### config.mk
export PLATFORM = sky130hd
export DESIGN_NAME = pll_program_word_encode_top
export DESIGN_NICKNAME = d
export VERILOG_FILES = /design/src/pwe_pkg.sv /design/src/pll_program_word_encode_top.sv /design/src/pwe_check.sv /design/src/pwe_odiv.sv /design/src/pwe_pack.sv
export SDC_FILE = /design/constraint.sdc
export NUM_CORES = 1
export LEC_CHECK = 0
export BUFFER_PORTS_ARGS = -buffer_cell sky130_fd_sc_hd__buf_2
export CAP_MARGIN = 5
export CORE_ASPECT_RATIO = 0.7
export CORE_UTILIZATION = 43
export CTS_BUF_LIST = sky130_fd_sc_hd__clkbuf_4
export CTS_CLUSTER_DIAMETER = 80
export DETAILED_ROUTE_END_ITERATION = 12
export PLACE_DENSITY = 0.81
export SETUP_SLACK_MARGIN = 0.2
export SLEW_MARGIN = 15
export SYNTH_ARGS = -nofsm -noshare
export SYNTH_HDL_FRONTEND = slang
export SYNTH_SLANG_ARGS = --single-unit
### constraint.sdc
create_clock -name clk_i -period 4.1 [get_ports clk_i]
set_input_delay 1.025 -clock clk_i [delete_from_list [all_inputs] [get_ports clk_i]]
set_output_delay 1.025 -clock clk_i [all_outputs]
set_load 0.01 [all_outputs]
### src/pwe_pkg.sv
`default_nettype none
package pwe_pkg;

  typedef enum logic [2:0] {
    ST_OK      = 3'd0,
    ST_BAD_REF = 3'd1,
    ST_BAD_VCO = 3'd2,
    ST_BAD_RES = 3'd3,
    ST_BAD_CUR = 3'd4,
    ST_BAD_OD  = 3'd5
  } status_e;

  localparam int unsigned CurEntries = 20;

  localparam logic [11:0] CurVal [CurEntries] = '{
    12'd125,  12'd250,  12'd375,  12'd500,  12'd625,
    12'd750,  12'd875,  12'd1000, 12'd1125, 12'd1250,
    12'd1500, 12'd1750, 12'd1875, 12'd2000, 12'd2250,
    12'd2500, 12'd2625, 12'd3000, 12'd3500, 12'd4000
  };

  // Byte 11 bits 5..3 for each current entry
  localparam logic [2:0] CurB11 [CurEntries] = '{
    3'd7, 3'd7, 3'd7, 3'd7, 3'd3, 3'd2, 3'd1, 3'd0, 3'd5, 3'd3,
    3'd5, 3'd1, 3'd3, 3'd0, 3'd2, 3'd3, 3'd1, 3'd0, 3'd1, 3'd0
  };

  localparam logic [CurEntries-1:0] CurB15 = 20'b1100_1010_1110_0000_1010;
  localparam logic [CurEntries-1:0] CurB16 = 20'b1111_1101_0101_0000_1100;

  localparam logic [15:0] Ohms64k = 16'd64000;
  localparam logic [15:0] Ohms52k = 16'd52000;
  localparam logic [15:0] Ohms16k = 16'd16000;
  localparam logic [15:0] Ohms4k  = 16'd4000;

  localparam logic [11:0] RefMax = 12'd2055;
  localparam logic [11:0] VcoMin = 12'd12;
  localparam logic [13:0] OdMax  = 14'd8232;
  localparam logic [13:0] OdFixedMax = 14'd37;
  localparam logic [13:0] FacMMin = 14'd6;
  localparam logic [13:0] FacMMax = 14'd1029;

  typedef struct packed {
    logic       hit;
    logic [2:0] b11;
    logic       b15;
    logic       b16;
  } cur_code_t;

  // Stage 1 result: decoded fields and first failing check
  typedef struct packed {
    status_e     status;
    logic [15:0] ref_bits;
    logic [15:0] vco_bits;
    logic [1:0]  res_bits;
    logic [2:0]  cur_b11;
    logic        cur_b15;
    logic        cur_b16;
    logic [13:0] out_div;
  } dec_t;

  // Stage 2 result: output divider encoded
  typedef struct packed {
    status_e     status;
    logic [15:0] ref_bits;
    logic [15:0] vco_bits;
    logic [1:0]  res_bits;
    logic [2:0]  cur_b11;
    logic        cur_b15;
    logic        cur_b16;
    logic        od_b11;
    logic [7:0]  od_b12;
    logic [5:0]  od_b13;
  } enc_t;

  typedef struct packed {
    status_e      status;
    logic [159:0] word;
  } res_t;

  function automatic cur_code_t cur_lookup(logic [11:0] cur);
    cur_code_t c;
    c = '0;
    for (int k = 0; k < CurEntries; k++) begin
      if (CurVal[k] == cur) begin
        c.hit = 1'b1;
        c.b11 = CurB11[k];
        c.b15 = CurB15[k];
        c.b16 = CurB16[k];
      end
    end
    return c;
  endfunction

endpackage
`default_nettype wire

### src/pll_program_word_encode_top.sv
// PLL programming word encoder.
// Slave stream: one word of synthesizer settings per handshake. The encoder
// checks every field and builds the 160-bit programming word from a fixed
// base pattern, or returns a zero word with an error status.
// Master stream: one result word for each accepted settings word, in order.
// Pipeline: three register stages (field decode and checks, output divider
// factoring, word assembly); each settings word passes through all three in
// that order before its result is offered on the master side. Throughput is
// one word per cycle while the receiver takes results. Each stage holds its
// word while the next one is full and stalled; s_axis_tready drops only when
// all three stages are full and m_axis_tready is low, so nothing is lost or
// repeated across a stall.
// Reset (rst_ni low, asynchronous) empties the pipeline; no state lives
// between words, so no settling time follows reset.
`default_nettype none
module pll_program_word_encode_top (
  input  wire logic          clk_i,
  input  wire logic          rst_ni,
  input  wire logic          s_axis_tvalid,
  output logic               s_axis_tready,
  // [11:0] ref_div, [23:12] vco_div, [39:24] filter_ohms,
  // [51:40] pump_current, [65:52] out_div, [71:66] zero
  input  wire logic [71:0]   s_axis_tdata,
  output logic               m_axis_tvalid,
  input  wire logic          m_axis_tready,
  // [63:0] word_low, [127:64] word_mid, [159:128] word_high,
  // [162:160] status, [167:163] zero
  output logic [167:0]       m_axis_tdata
);

  logic           v1, r1, v2, r2;
  pwe_pkg::dec_t  dec;
  pwe_pkg::enc_t  enc;
  pwe_pkg::res_t  res;

  // Stage 1: range checks, reference/VCO fields, resistor and current tables
  pwe_check u_check (
    .clk_i          (clk_i),
    .rst_ni         (rst_ni),
    .valid_i        (s_axis_tvalid),
    .ready_o        (s_axis_tready),
    .ref_div_i      (s_axis_tdata[11:0]),
    .vco_div_i      (s_axis_tdata[23:12]),
    .filter_ohms_i  (s_axis_tdata[39:24]),
    .pump_current_i (s_axis_tdata[51:40]),
    .out_div_i      (s_axis_tdata[65:52]),
    .valid_o        (v1),
    .ready_i        (r1),
    .dec_o          (dec)
  );

  // Stage 2: output divider codes and factoring
  pwe_odiv u_odiv (
    .clk_i   (clk_i),
    .rst_ni  (rst_ni),
    .valid_i (v1),
    .ready_o (r1),
    .dec_i   (dec),
    .valid_o (v2),
    .ready_i (r2),
    .enc_o   (enc)
  );

  // Stage 3: merge into the base pattern; this register feeds the master side
  pwe_pack u_pack (
    .clk_i   (clk_i),
    .rst_ni  (rst_ni),
    .valid_i (v2),
    .ready_o (r2),
    .enc_i   (enc),
    .valid_o (m_axis_tvalid),
    .ready_i (m_axis_tready),
    .res_o   (res)
  );

  assign m_axis_tdata = {5'b00000, res.status, res.word};

endmodule
`default_nettype wire

### src/pwe_check.sv
`default_nettype none
module pwe_check (
  input  wire logic          clk_i,
  input  wire logic          rst_ni,
  input  wire logic          valid_i,
  output logic               ready_o,
  input  wire logic [11:0]   ref_div_i,
  input  wire logic [11:0]   vco_div_i,
  input  wire logic [15:0]   filter_ohms_i,
  input  wire logic [11:0]   pump_current_i,
  input  wire logic [13:0]   out_div_i,
  output logic               valid_o,
  input  wire logic          ready_i,
  output pwe_pkg::dec_t      dec_o
);

  logic                valid_q;
  pwe_pkg::dec_t       dec_d, dec_q;
  pwe_pkg::cur_code_t  cur;
  logic [11:0]         ref_m2, ref_m8, vco_m8;
  logic                ref_ok, vco_ok, res_ok, od_ok;
  logic [1:0]          res_bits;

  assign ready_o = !valid_q || ready_i;

  always_comb begin
    ref_m2 = ref_div_i - 12'd2;
    ref_m8 = ref_div_i - 12'd8;
    vco_m8 = vco_div_i - 12'd8;
    ref_ok = (ref_div_i != 12'd0) && (ref_div_i <= pwe_pkg::RefMax);
    vco_ok = (vco_div_i >= pwe_pkg::VcoMin) && (vco_div_i <= pwe_pkg::RefMax);
    od_ok  = (out_div_i >= 14'd2) && (out_div_i <= pwe_pkg::OdMax);
    cur    = pwe_pkg::cur_lookup(pump_current_i);

    res_ok = 1'b1;
    if (filter_ohms_i == pwe_pkg::Ohms64k) begin
      res_bits = 2'b00;
    end else if (filter_ohms_i == pwe_pkg::Ohms52k) begin
      res_bits = 2'b10;
    end else if (filter_ohms_i == pwe_pkg::Ohms16k) begin
      res_bits = 2'b01;
    end else if (filter_ohms_i == pwe_pkg::Ohms4k) begin
      res_bits = 2'b11;
    end else begin
      res_bits = 2'b00;
      res_ok   = 1'b0;
    end

    dec_d = '0;
    if (ref_div_i == 12'd1) begin
      dec_d.ref_bits = 16'h0000;
    end else if (ref_div_i == 12'd2) begin
      dec_d.ref_bits = 16'h0001;
    end else if (ref_div_i <= 12'd17) begin
      dec_d.ref_bits = {8'h00, 2'b00, ~ref_m2[3:0], 2'b10};
    end else begin
      dec_d.ref_bits = {2'b00, ref_m8, 2'b11};
    end
    dec_d.vco_bits = {vco_m8[10:0], 5'b00000};
    dec_d.res_bits = res_bits;
    dec_d.cur_b11  = cur.b11;
    dec_d.cur_b15  = cur.b15;
    dec_d.cur_b16  = cur.b16;
    dec_d.out_div  = out_div_i;

    // first failing check wins
    if (!ref_ok) begin
      dec_d.status = pwe_pkg::ST_BAD_REF;
    end else if (!vco_ok) begin
      dec_d.status = pwe_pkg::ST_BAD_VCO;
    end else if (!res_ok) begin
      dec_d.status = pwe_pkg::ST_BAD_RES;
    end else if (!cur.hit) begin
      dec_d.status = pwe_pkg::ST_BAD_CUR;
    end else if (!od_ok) begin
      dec_d.status = pwe_pkg::ST_BAD_OD;
    end else begin
      dec_d.status = pwe_pkg::ST_OK;
    end
  end

  always_ff @(posedge clk_i or negedge rst_ni) begin
    if (!rst_ni) begin
      valid_q <= 1'b0;
    end else if (ready_o) begin
      valid_q <= valid_i;
    end
  end

  always_ff @(posedge clk_i) begin
    if (ready_o && valid_i) begin
      dec_q <= dec_d;
    end
  end

  assign valid_o = valid_q;
  assign dec_o   = dec_q;

endmodule
`default_nettype wire

### src/pwe_odiv.sv
`default_nettype none
module pwe_odiv (
  input  wire logic          clk_i,
  input  wire logic          rst_ni,
  input  wire logic          valid_i,
  output logic               ready_o,
  input  wire pwe_pkg::dec_t dec_i,
  output logic               valid_o,
  input  wire logic          ready_i,
  output pwe_pkg::enc_t      enc_o
);

  logic           valid_q;
  pwe_pkg::enc_t  enc_d, enc_q;
  logic [13:0]    od;
  logic [13:0]    m_cand, m_sel, m_m6, od_m6;
  logic [1:0]     z_sel;
  logic           fac_hit;
  logic [8:0]     fac_i;

  assign ready_o = !valid_q || ready_i;
  assign od      = dec_i.out_div;

  // Factor as m * 2^z with m in 6..1029; the largest z gives the smallest i
  always_comb begin
    fac_hit = 1'b0;
    z_sel   = 2'd0;
    m_sel   = 14'd0;
    m_cand  = 14'd0;
    for (int k = 0; k < 4; k++) begin
      m_cand = od >> k;
      if (((od & ((14'd1 << k) - 14'd1)) == 14'd0) &&
          (m_cand >= pwe_pkg::FacMMin) && (m_cand <= pwe_pkg::FacMMax)) begin
        fac_hit = 1'b1;
        z_sel   = 2'(k);
        m_sel   = m_cand;
      end
    end
    m_m6  = m_sel - pwe_pkg::FacMMin;
    fac_i = m_m6[9:1];
    od_m6 = od - 14'd6;
  end

  always_comb begin
    enc_d.status   = dec_i.status;
    enc_d.ref_bits = dec_i.ref_bits;
    enc_d.vco_bits = dec_i.vco_bits;
    enc_d.res_bits = dec_i.res_bits;
    enc_d.cur_b11  = dec_i.cur_b11;
    enc_d.cur_b15  = dec_i.cur_b15;
    enc_d.cur_b16  = dec_i.cur_b16;
    enc_d.od_b11   = 1'b0;
    enc_d.od_b12   = 8'h00;
    enc_d.od_b13   = 6'd0;
    case (od)
      14'd2:  ;
      14'd3:  enc_d.od_b11 = 1'b1;
      14'd4:  enc_d.od_b12 = 8'h04;
      14'd5:  enc_d.od_b12 = 8'h01;
      14'd6:  begin enc_d.od_b11 = 1'b1; enc_d.od_b12 = 8'h04; end
      14'd7:  begin enc_d.od_b11 = 1'b1; enc_d.od_b12 = 8'h01; end
      14'd9:  begin enc_d.od_b11 = 1'b1; enc_d.od_b12 = 8'h05; end
      14'd11: begin enc_d.od_b11 = 1'b1; enc_d.od_b12 = 8'h09; end
      14'd13: begin enc_d.od_b11 = 1'b1; enc_d.od_b12 = 8'h0d; end
      default: begin
        if (od <= pwe_pkg::OdFixedMax) begin
          enc_d.od_b12 = {1'b0, ~od_m6[4:0], 2'b10};
        end else begin
          enc_d.od_b11 = 1'b1;
          if (fac_hit) begin
            enc_d.od_b12 = {fac_i[2:0], z_sel, ~m_sel[0], 2'b10};
            enc_d.od_b13 = fac_i[8:3];
          end else begin
            enc_d.od_b12 = 8'h02;
          end
        end
      end
    endcase
  end

  always_ff @(posedge clk_i or negedge rst_ni) begin
    if (!rst_ni) begin
      valid_q <= 1'b0;
    end else if (ready_o) begin
      valid_q <= valid_i;
    end
  end

  always_ff @(posedge clk_i) begin
    if (ready_o && valid_i) begin
      enc_q <= enc_d;
    end
  end

  assign valid_o = valid_q;
  assign enc_o   = enc_q;

endmodule
`default_nettype wire

### src/pwe_pack.sv
`default_nettype none
module pwe_pack (
  input  wire logic          clk_i,
  input  wire logic          rst_ni,
  input  wire logic          valid_i,
  output logic               ready_o,
  input  wire pwe_pkg::enc_t enc_i,
  output logic               valid_o,
  input  wire logic          ready_i,
  output pwe_pkg::res_t      res_o
);

  logic           valid_q;
  pwe_pkg::res_t  res_d, res_q;
  logic [159:0]   w;

  assign ready_o = !valid_q || ready_i;

  always_comb begin
    w = '0;
    w[15:0]    = enc_i.ref_bits;
    w[23:8]    = w[23:8] | enc_i.vco_bits;
    w[95:88]   = {enc_i.od_b11, 1'b0, enc_i.cur_b11, enc_i.res_bits, 1'b0};
    w[103:96]  = enc_i.od_b12;
    w[111:104] = {2'b01, enc_i.od_b13};
    w[119:112] = 8'h01;
    w[127:120] = {enc_i.cur_b15, 7'b0000100};
    w[135:128] = {7'b0000000, enc_i.cur_b16};
    w[159:136] = 24'hffffff;

    res_d.status = enc_i.status;
    // drop the word on any error
    res_d.word   = (enc_i.status == pwe_pkg::ST_OK) ? w : '0;
  end

  always_ff @(posedge clk_i or negedge rst_ni) begin
    if (!rst_ni) begin
      valid_q <= 1'b0;
    end else if (ready_o) begin
      valid_q <= valid_i;
    end
  end

  always_ff @(posedge clk_i) begin
    if (ready_o && valid_i) begin
      res_q <= res_d;
    end
  end

  assign valid_o = valid_q;
  assign res_o   = res_q;

endmodule
`default_nettype wire

# [Word level (Yosys, flattened, before mapping)]
# Index checks and enable logic that the tools add are counted.
# W data, S select, Z words.
[word_totals] reg_bits=265 wordCells=178 out_inout_bits=170
[op_classes] bitwise=5 mux=50 reduce_logical=38 magnitude_cmp=15 eq_ne=35 n_addsub=5
[ops] cell="$mux W160" count=1
[ops] cell="$mux W6" count=21
[ops] cell="$eq A11 B12 Y1 const A" count=6
[ops] cell="$eq A12 B12 Y1 const A" count=6
[ops] cell="$eq A14 B3 Y1 const B" count=4
[ops] cell="$eq A10 B12 Y1 const A" count=4
[ops] cell="$pmux W8 S6" count=1
[ops] cell="$eq A14 B4 Y1 const B" count=3
[ops] cell="$logic_not A14 Y1" count=3
[ops] cell="$mux W10" count=4
[ops] cell="$eq A16 B16 Y1 const B" count=2
[ops] cell="$eq A14 B2 Y1 const B" count=2
[ops] cell="$eq A9 B12 Y1 const A" count=2
[ops] cell="$le A12 B12 Y1 const B" count=2
[ops] cell="$eq A16 B12 Y1 const B" count=1
[ops] cell="$eq A16 B14 Y1 const B" count=1
[ops] cell="$mux W8" count=2
[ops] cell="$or A6 B16 Y16" count=1
[ops] cell="$ge A14 B2 Y1 const B" count=1
[ops] cell="$ge A14 B3 Y1 const B" count=1
[ops] cell="$le A14 B11 Y1 const B" count=1
[ops] cell="$le A14 B14 Y1 const B" count=1
[ops] cell="$le A14 B6 Y1 const B" count=1
[ops] cell="$mux W2" count=7
[ops] cell="other kinds (35)" count=70

# [Logic depth before layout (Yosys ltp)]
# Gate-level depths: netlist (run 1).
[depth] ltp_word=24 ltp_mapped=13

# [Modules after synthesis]
# From an unflattened synthesis (run 1), not the netlist that was laid out.
[hier_totals] hier_cells=720 hier_area_um2=8578.2
[modules_own_cells] module="pwe_check" area_per_inst_um2=2960.3 cells_each=274 n_inst=1 seq_area_each_um2=1496.4
[modules_own_cells] module="pwe_odiv" area_per_inst_um2=2819.0 cells_each=220 n_inst=1 seq_area_each_um2=1736.7
[modules_own_cells] module="pwe_pack" area_per_inst_um2=2757.6 cells_each=220 n_inst=1 seq_area_each_um2=1526.5
[modules_own_cells] module="pll_program_word_encode_top" area_per_inst_um2=41.3 cells_each=6 n_inst=1 seq_area_each_um2=0.0

# [Least setup slack after synthesis (run 1)]
# No wires, ideal clock.
[synth_timing] path_kind="register to register" startpoint="register u_check.dec_q, in the netlist u_check.dec_o[7]" endpoint="register u_odiv.enc_q, in the netlist u_odiv.enc_o[5] (data pin)" slack_ps=678 required_ps=3841 setup_ps=259 arrival_time_ps=3163 stages_incl_launch_ff=11 cell_sequence="edfxtp_1 -> or4_4 -> o31a_1 -> or3_1 -> buf_4 -> a311o_1 -> a32o_1 -> ha_1 -> nor4_1 -> and3_1 -> nor3_1"
[synth_between] elab_chain_cells=8 elab_cells_between_ends=36 classes_between="1 x add/sub; 9 x order compare; 9 x eq/ne; 8 x mux; 1 x bitwise; 8 x reduce/logical"
[synth_rtl] item="from (decl)" line_no="pwe_check.sv:18" source="pwe_pkg::dec_t dec_d, dec_q;"
[synth_rtl] item="from (signal assigned)" line_no="pwe_check.sv:92" source="dec_q <= dec_d;"
[synth_rtl] item="parallel branches: the longest is 8 deep, another holds $ge A14 B3 Y1"
[synth_rtl] item="to (signal assigned)" line_no="pwe_odiv.sv:91" source="enc_q <= enc_d;"
[synth_rtl] item="to (decl)" line_no="pwe_odiv.sv:14" source="pwe_pkg::enc_t enc_d, enc_q;"
# Several ways; the timed one is not identified.
# A chain may end at the register's enable or synchronous reset.

# [Worst setup path in the final report (run 1)]
# Same ends and word-level chain as after synthesis.

==> results.py, run 1 <==
metrics = {
    "outcome": {
        "status": "completed",
    },
    "placed_design": {
        "port_buffers": 147,
        "place_ws_ns": 0.479,
        "hpwlAfterDp_um": 11200,
        "place.gp.congestion": 0.883,
    },
    "grt": {
        "grt_max_degree": 50,
        "antenna_found_initial": 0,
        "overflow": 0,
        "grt_pass1_wl_um": 22800,
        "track_usage": 0.157,
        "grt_pass1_vias": 4552,
    },
    "synth": {
        "ys_seq_elements": 152,
        "synth_top_family_by_area": "simple AND/OR/NAND/NOR gates",
        "synth_mux_area_frac": 0.00961,
        "synth_area_per_cell_um2": 11.7,
        "ys_seq_area_frac": 0.573,
        "synth-compound-area-share": 0.0903,
        "synth.largest_area_cell": "edfxtp_1",
        "ys_types": 73,
        "synth-warning-count": 0,
        "yosysMostFrequentCell": "edfxtp_1",
        "synth_top_area_frac": 0.563,
        "synthTopCellsByCount": "149 x edfxtp_1, 119 x buf_4, 51 x and2_1, 42 x nor2_1, 34 x nand2_1",
        "synth_edf_count": 149,
        "synth-xor-area-share": 0.0210,
        "synthSimpleGateAreaFrac": 0.163,
        "synthAdderAreaFrac": 0.0110,
        "syn_inst": 679,
        "syn_area_um2": 7940,
        "async_flop_share": 0.0197,
        "ys_top_cells_by_area": "edfxtp_1 56%, buf_4 11%, and2_1 4.0%, nor2_1 2.0%, nand2_1 1.6%",
        "synth-main-ff-cell": "edfxtp_1",
    },
    "sta": {
        "tightest_slew_ns": 0.782,
        "final_max_slew_viol_count": 0,
        "slew_headroom": 0.476,
        "timing.final.crit_share": 0.898,
        "hold_viol": 0,
        "fin_tns_setup_ns": 0,
        "finalSetupViolCount": 0,
        "fin_ws_ns": 0.418,
        "rsz0062_at_grt": "no",
        "finalClockSkew_ns": 0.0157,
        "max_freq_mhz": 272,
        "period_needed_ns": 3.68,
    },
    "worst_hold_path": {
        "hp-class": "input port to async pin",
    },
    "drt": {
        "wire_per_inst_um": 14.1,
        "wl_um": 15100,
        "drt-vias-per-instance": 4.87,
        "drc": 0,
        "first_iter_violations": 465,
        "dr.pass1.iters": 6,
        "final_antenna_net_count": 0,
        "vias": 5201,
    },
    "layout": {
        "n_fill_cell": 1627,
        "nNetsFinal": 902,
        "areaGrowthSynthToFinish_pct": 10.8,
        "final_util": 0.487,
        "post_route_cells_drive_above_1_share": 0.256,
        "diodes": 0,
    },
    "clocking": {
        "cts_tree": "built",
        "post_cts_buffers": 0,
        "ctsLongestPathBuffers": 2,
        "cts_root_buf": "clkbuf_4",
        "clk_latency_ns": 0.52,
        "hold_buffers": 0,
        "clkSinkCount": 152,
        "htree_num_levels": 4,
        "clkTransAtPathRegs_ns": 0.13,
        "cts_buffers": 17,
    },
    "setup_path": {
        "critPathLaunch": "u_check.dec_o[7]",
        "crit_required_ns": 4.39,
        "end_kind": "register",
        "cp_max_fo": 8,
        "slowest_delay_ns": 0.60,
        "r2r_setup_slack_ns": 0.42,
        "worst_setup_path_start_kind": "register",
        "slowest_stage": "or4_4",
        "path_cells": "or4_4 > o31a_1 > a2111oi_0 > a211oi_1 > or2_2 > ha_1 > nor4_1 > and3_1 > nor3_1",
        "crit_type": "register to register",
        "cp.arrival_ns": 3.97,
        "reg2reg_from": "u_check.dec_o[7]",
    },
    "run": {
        "maxCapViolCount": 0,
    },
    "floorplanning": {
        "dieArea_um2": 19000,
        "core_um2": 18100,
        "die_w_um": 164,
        "floorplan.initialDensity": 0.440,
        "rows": 41,
        "pin_count": 246,
        "die-height_um": 116,
    },
    "power_and_ir_drop": {
        "powerDensity_nw_per_um2": 375,
        "p_leak_nw": 3.55,
        "ir_drop_mv": 0.217,
        "p_total_mw": 3.30,
    },
}
==> layout by cell type (no fill, tap or decap), drive strengths merged, types with 18 or more instances in the layout <==
cell type	instances
edfxtp	149
inv	30
buf	167
conb	92
and2	51
nand3	19
nor3	18
nand2	34
a21oi	20
nor2	42
==> layout make-up <==
class	count	area, um^2	share of cell area
clock inverters	15	164	0.0186
inverters	22	82.6	0.00938
repair buffers	167	886	0.101
well taps	236	295	0.0335
multi-input cells	459	2700	0.306
clock buffers	17	128	0.0145
flip-flops and latches	152	4550	0.517
==> metal layers <==
layer | wire [um] | global-route usage | share of wire | vias up
met2 | 7140 | 0.251 | 0.47 | 196
met3 | 781 | 0.0315 | 0.052 | 13
met5 | 0 | 0 | 0 | -
met4 | 177 | 0.0599 | 0.012 | 0
li1 | - | - | - | 2564
met1 | 6970 | 0.211 | 0.46 | 2428
==> state kept, by name, indices dropped and copies added, names as in the netlist <==
name             flops
u_pack.valid_o       1
u_odiv.valid_o       1
u_check.valid_o      1
u_pack.res_o        50
u_check.dec_o       49
u_odiv.enc_o        50
==> worst max-delay path, delay by kind of cell (launching register included) <==
family / cells / cell delay (ns)
AO/OA/AOI/OAI: 3 / 1.01
adder cells (fa/ha/maj): 1 / 0.26
flip-flops: 1 / 0.56
AND/OR/NAND/NOR: 5 / 1.63
==> timing repair <==
item,CTS,global route
endpoints found under the hold margin,0,0
resized for setup,0,1
endpoints found under the setup margin,0,2
==> final timing paths <==
kind,end,depth (start not counted)
max in group asynchronous,u_pack.valid_o,1
min,u_check.valid_o,1
max reg2reg,u_odiv.enc_o[5],9
min in group clk_i,u_odiv.enc_o[46],0
max,u_odiv.enc_o[5],9
min reg2reg,u_odiv.enc_o[46],0
==> cells by family after synthesis <==
family,count (synthesis)
multiplexers,7
other,1
AO/OA/AOI/OAI,99
AND/OR/NAND/NOR,235
flip-flops,152
XOR/XNOR,19
adder cells (fa/ha/maj),7
buffers and inverters,159
==> through the flow <==
step                cell area [um^2]  hold slack, ns  cells
floorplan                       8280           0.400    770
global placement                8510           0.401   1036
detailed placement              8510           0.405   1036
CTS                             8800           0.217   1068
global route                    8800           0.210   1068
finish                          8800           0.286   1068
==> power by group <==
part	total (mW)	internal, mW	switching (mW)
logic	0.459	0.162	0.298
clock network	0.924	0.377	0.547
registers	1.92	1.86	0.0511
(Power assumes the default switching activity.)
==> inputs of run 2 (changes only) <==
==> constraint.sdc (replaced) <==
create_clock -name clk_i -period 3.5 [get_ports clk_i]
set_input_delay 0.875 -clock clk_i [delete_from_list [all_inputs] [get_ports clk_i]]
set_output_delay 0.875 -clock clk_i [all_outputs]
set_load 0.01 [all_outputs]
==> run 2 against run 1 <==
  * Maximum frequency rose by 13%
  * Setup slack worse by 0.17 ns
  * Clock skew fell by 0.0015 ns
  * Register-to-register slack lost 0.17 ns
  * Largest power group unchanged
  * Critical endpoint unchanged
==> results.py, run 2 (synthesized netlist as in run 1, its figures left out) <==
metrics = {
    "outcome": {
        "status": "completed",
    },
    "floorplanning": {
        "die_w_um": 164,
        "die-height_um": 116,
        "dieArea_um2": 19000,
        "pin_count": 246,
        "core_um2": 18100,
        "floorplan.initialDensity": 0.440,
        "rows": 41,
    },
    "clocking": {
        "clk_latency_ns": 0.53,
        "clkSinkCount": 152,
        "cts_tree": "built",
        "cts_root_buf": "clkbuf_4",
        "htree_num_levels": 4,
        "cts_buffers": 17,
        "ctsLongestPathBuffers": 2,
        "clkTransAtPathRegs_ns": 0.12,
        "hold_buffers": 0,
    },
    "grt": {
        "grt_max_degree": 50,
        "antenna_found_initial": 0,
        "grt_pass1_vias": 4550,
        "track_usage": 0.162,
        "grt_pass1_wl_um": 23300,
        "overflow": 0,
    },
    "layout": {
        "post_route_cells_drive_above_1_share": 0.290,
        "mostFrequentLayoutCell": "edfxtp_1",
        "diodes": 0,
        "areaGrowthSynthToFinish_pct": 14.2,
        "layout_common_cells": "149 x edfxtp_1, 147 x buf_2, 92 x conb_1, 48 x and2_1, 44 x buf_4",
        "nNetsFinal": 926,
    },
    "setup_path": {
        "crit_type": "register to register",
        "reg2reg_from": "u_check.dec_o[8]",
        "r2r_end": "u_odiv.enc_o[5]",
        "cp_max_fo": 6,
        "end_kind": "register",
        "crit_required_ns": 3.80,
        "cp.arrival_ns": 3.55,
        "reg2reg_depth": 9,
        "critPathLaunch": "u_check.dec_o[8]",
        "r2r_setup_slack_ns": 0.25,
        "worst_setup_path_start_kind": "register",
        "endpoint": "u_odiv.enc_o[5]",
    },
    "sta": {
        "fin_tns_setup_ns": 0,
        "finalClockSkew_ns": 0.0142,
        "hold_viol": 0,
        "max_freq_mhz": 308,
        "period_needed_ns": 3.25,
        "finalSetupViolCount": 0,
        "final_max_slew_viol_count": 0,
        "timing.final.crit_share": 0.929,
        "slew_headroom": 0.510,
        "rsz0062_at_grt": "no",
        "tightest_slew_ns": 0.724,
    },
    "power_and_ir_drop": {
        "p_total_mw": 3.94,
        "p_leak_nw": 3.69,
        "ir_drop_mv": 0.279,
        "powerDensity_nw_per_um2": 434,
    },
    "placed_design": {
        "port_buffers": 147,
        "place.gp.congestion": 0.875,
        "hpwlAfterDp_um": 11700,
    },
    "drt": {
        "final_antenna_net_count": 0,
        "vias": 5353,
        "drt-vias-per-instance": 4.90,
        "dr.pass1.iters": 5,
        "first_iter_violations": 512,
        "routed.top_layer": "met4",
        "wl_met2_um": 7260,
        "wl_met3_um": 1160,
        "drc": 0,
        "met1_length_um": 7120,
        "wl_um": 15700,
        "wire_per_inst_um": 14.4,
    },
    "run": {
        "maxCapViolCount": 0,
    },
    "worst_hold_path": {
        "hp-class": "input port to async pin",
    },
}
[run 2: metal layers]
metal  global-route usage  vias to the layer above
li1                     -                     2605
met1                0.224                     2501
met2                0.249                      232
met3               0.0419                       15
met4               0.0532                        0
met5                    0                        -
[run 2: through the flow]
stage	cell area (um^2)	setup slack, ns	cells	hold WS (ns)	util
floorplan	8300	0.201	770	0.400	-
global placement	8650	0.262	1053	0.401	0.479
detailed placement	8650	0.230	1053	0.405	0.479
CTS	8960	0.205	1085	0.0632	0.496
global route	9070	0.144	1092	0.0681	0.502
finish	9070	0.248	1092	0.121	0.502
[run 2: worst min-delay path by stage]
| stage | to | slack, ns | cells after the start | start |
|---|---|---|---|---|
| 2_1_floorplan | u_odiv.enc_o[15] | 0.40 | 0 | u_check.dec_o[14] |
| 3_3_place_gp | u_odiv.enc_o[48] | 0.40 | 0 | u_check.dec_o[47] |
| 3_5_place_dp | u_odiv.enc_o[38] | 0.40 | 0 | u_check.dec_o[37] |
| 4_1_cts | u_check.valid_o | 0.06 | 1 | rst_ni |
| 5_1_grt | u_check.valid_o | 0.07 | 1 | rst_ni |
| 6_report | u_pack.valid_o | 0.12 | 1 | rst_ni |
[run 2: layout make-up]
class	instances	area, um^2
fillers	1642	8980
flip-flops and latches	152	4550
clock buffers	21	158
clock inverters	11	149
repair buffers	191	1070
well taps	236	295
multi-input cells	459	2770
inverters	22	82.6
[run 2: worst max-delay path, cell delays in order, from the launching register on]
cell	delay, ns
edfxtp_1	0.45
or4_4	0.57
o31a_1	0.32
or3_4	0.34
a311o_1	0.32
a32o_2	0.27
ha_4	0.20
nor4_4	0.29
and3_1	0.20
nor3_1	0.05
[run 2: power by group]
group          switching, mW  internal (mW)
sequential            0.0510           2.18
combinational          0.371          0.216
clock                  0.590          0.529
[run 2: what timing repair did]
item                                    in CTS  in global routing
hold endpoints to repair                     0                  0
endpoints found under the setup margin       0                  4
resized for setup                            0                 13
setup buffers                                0                  7
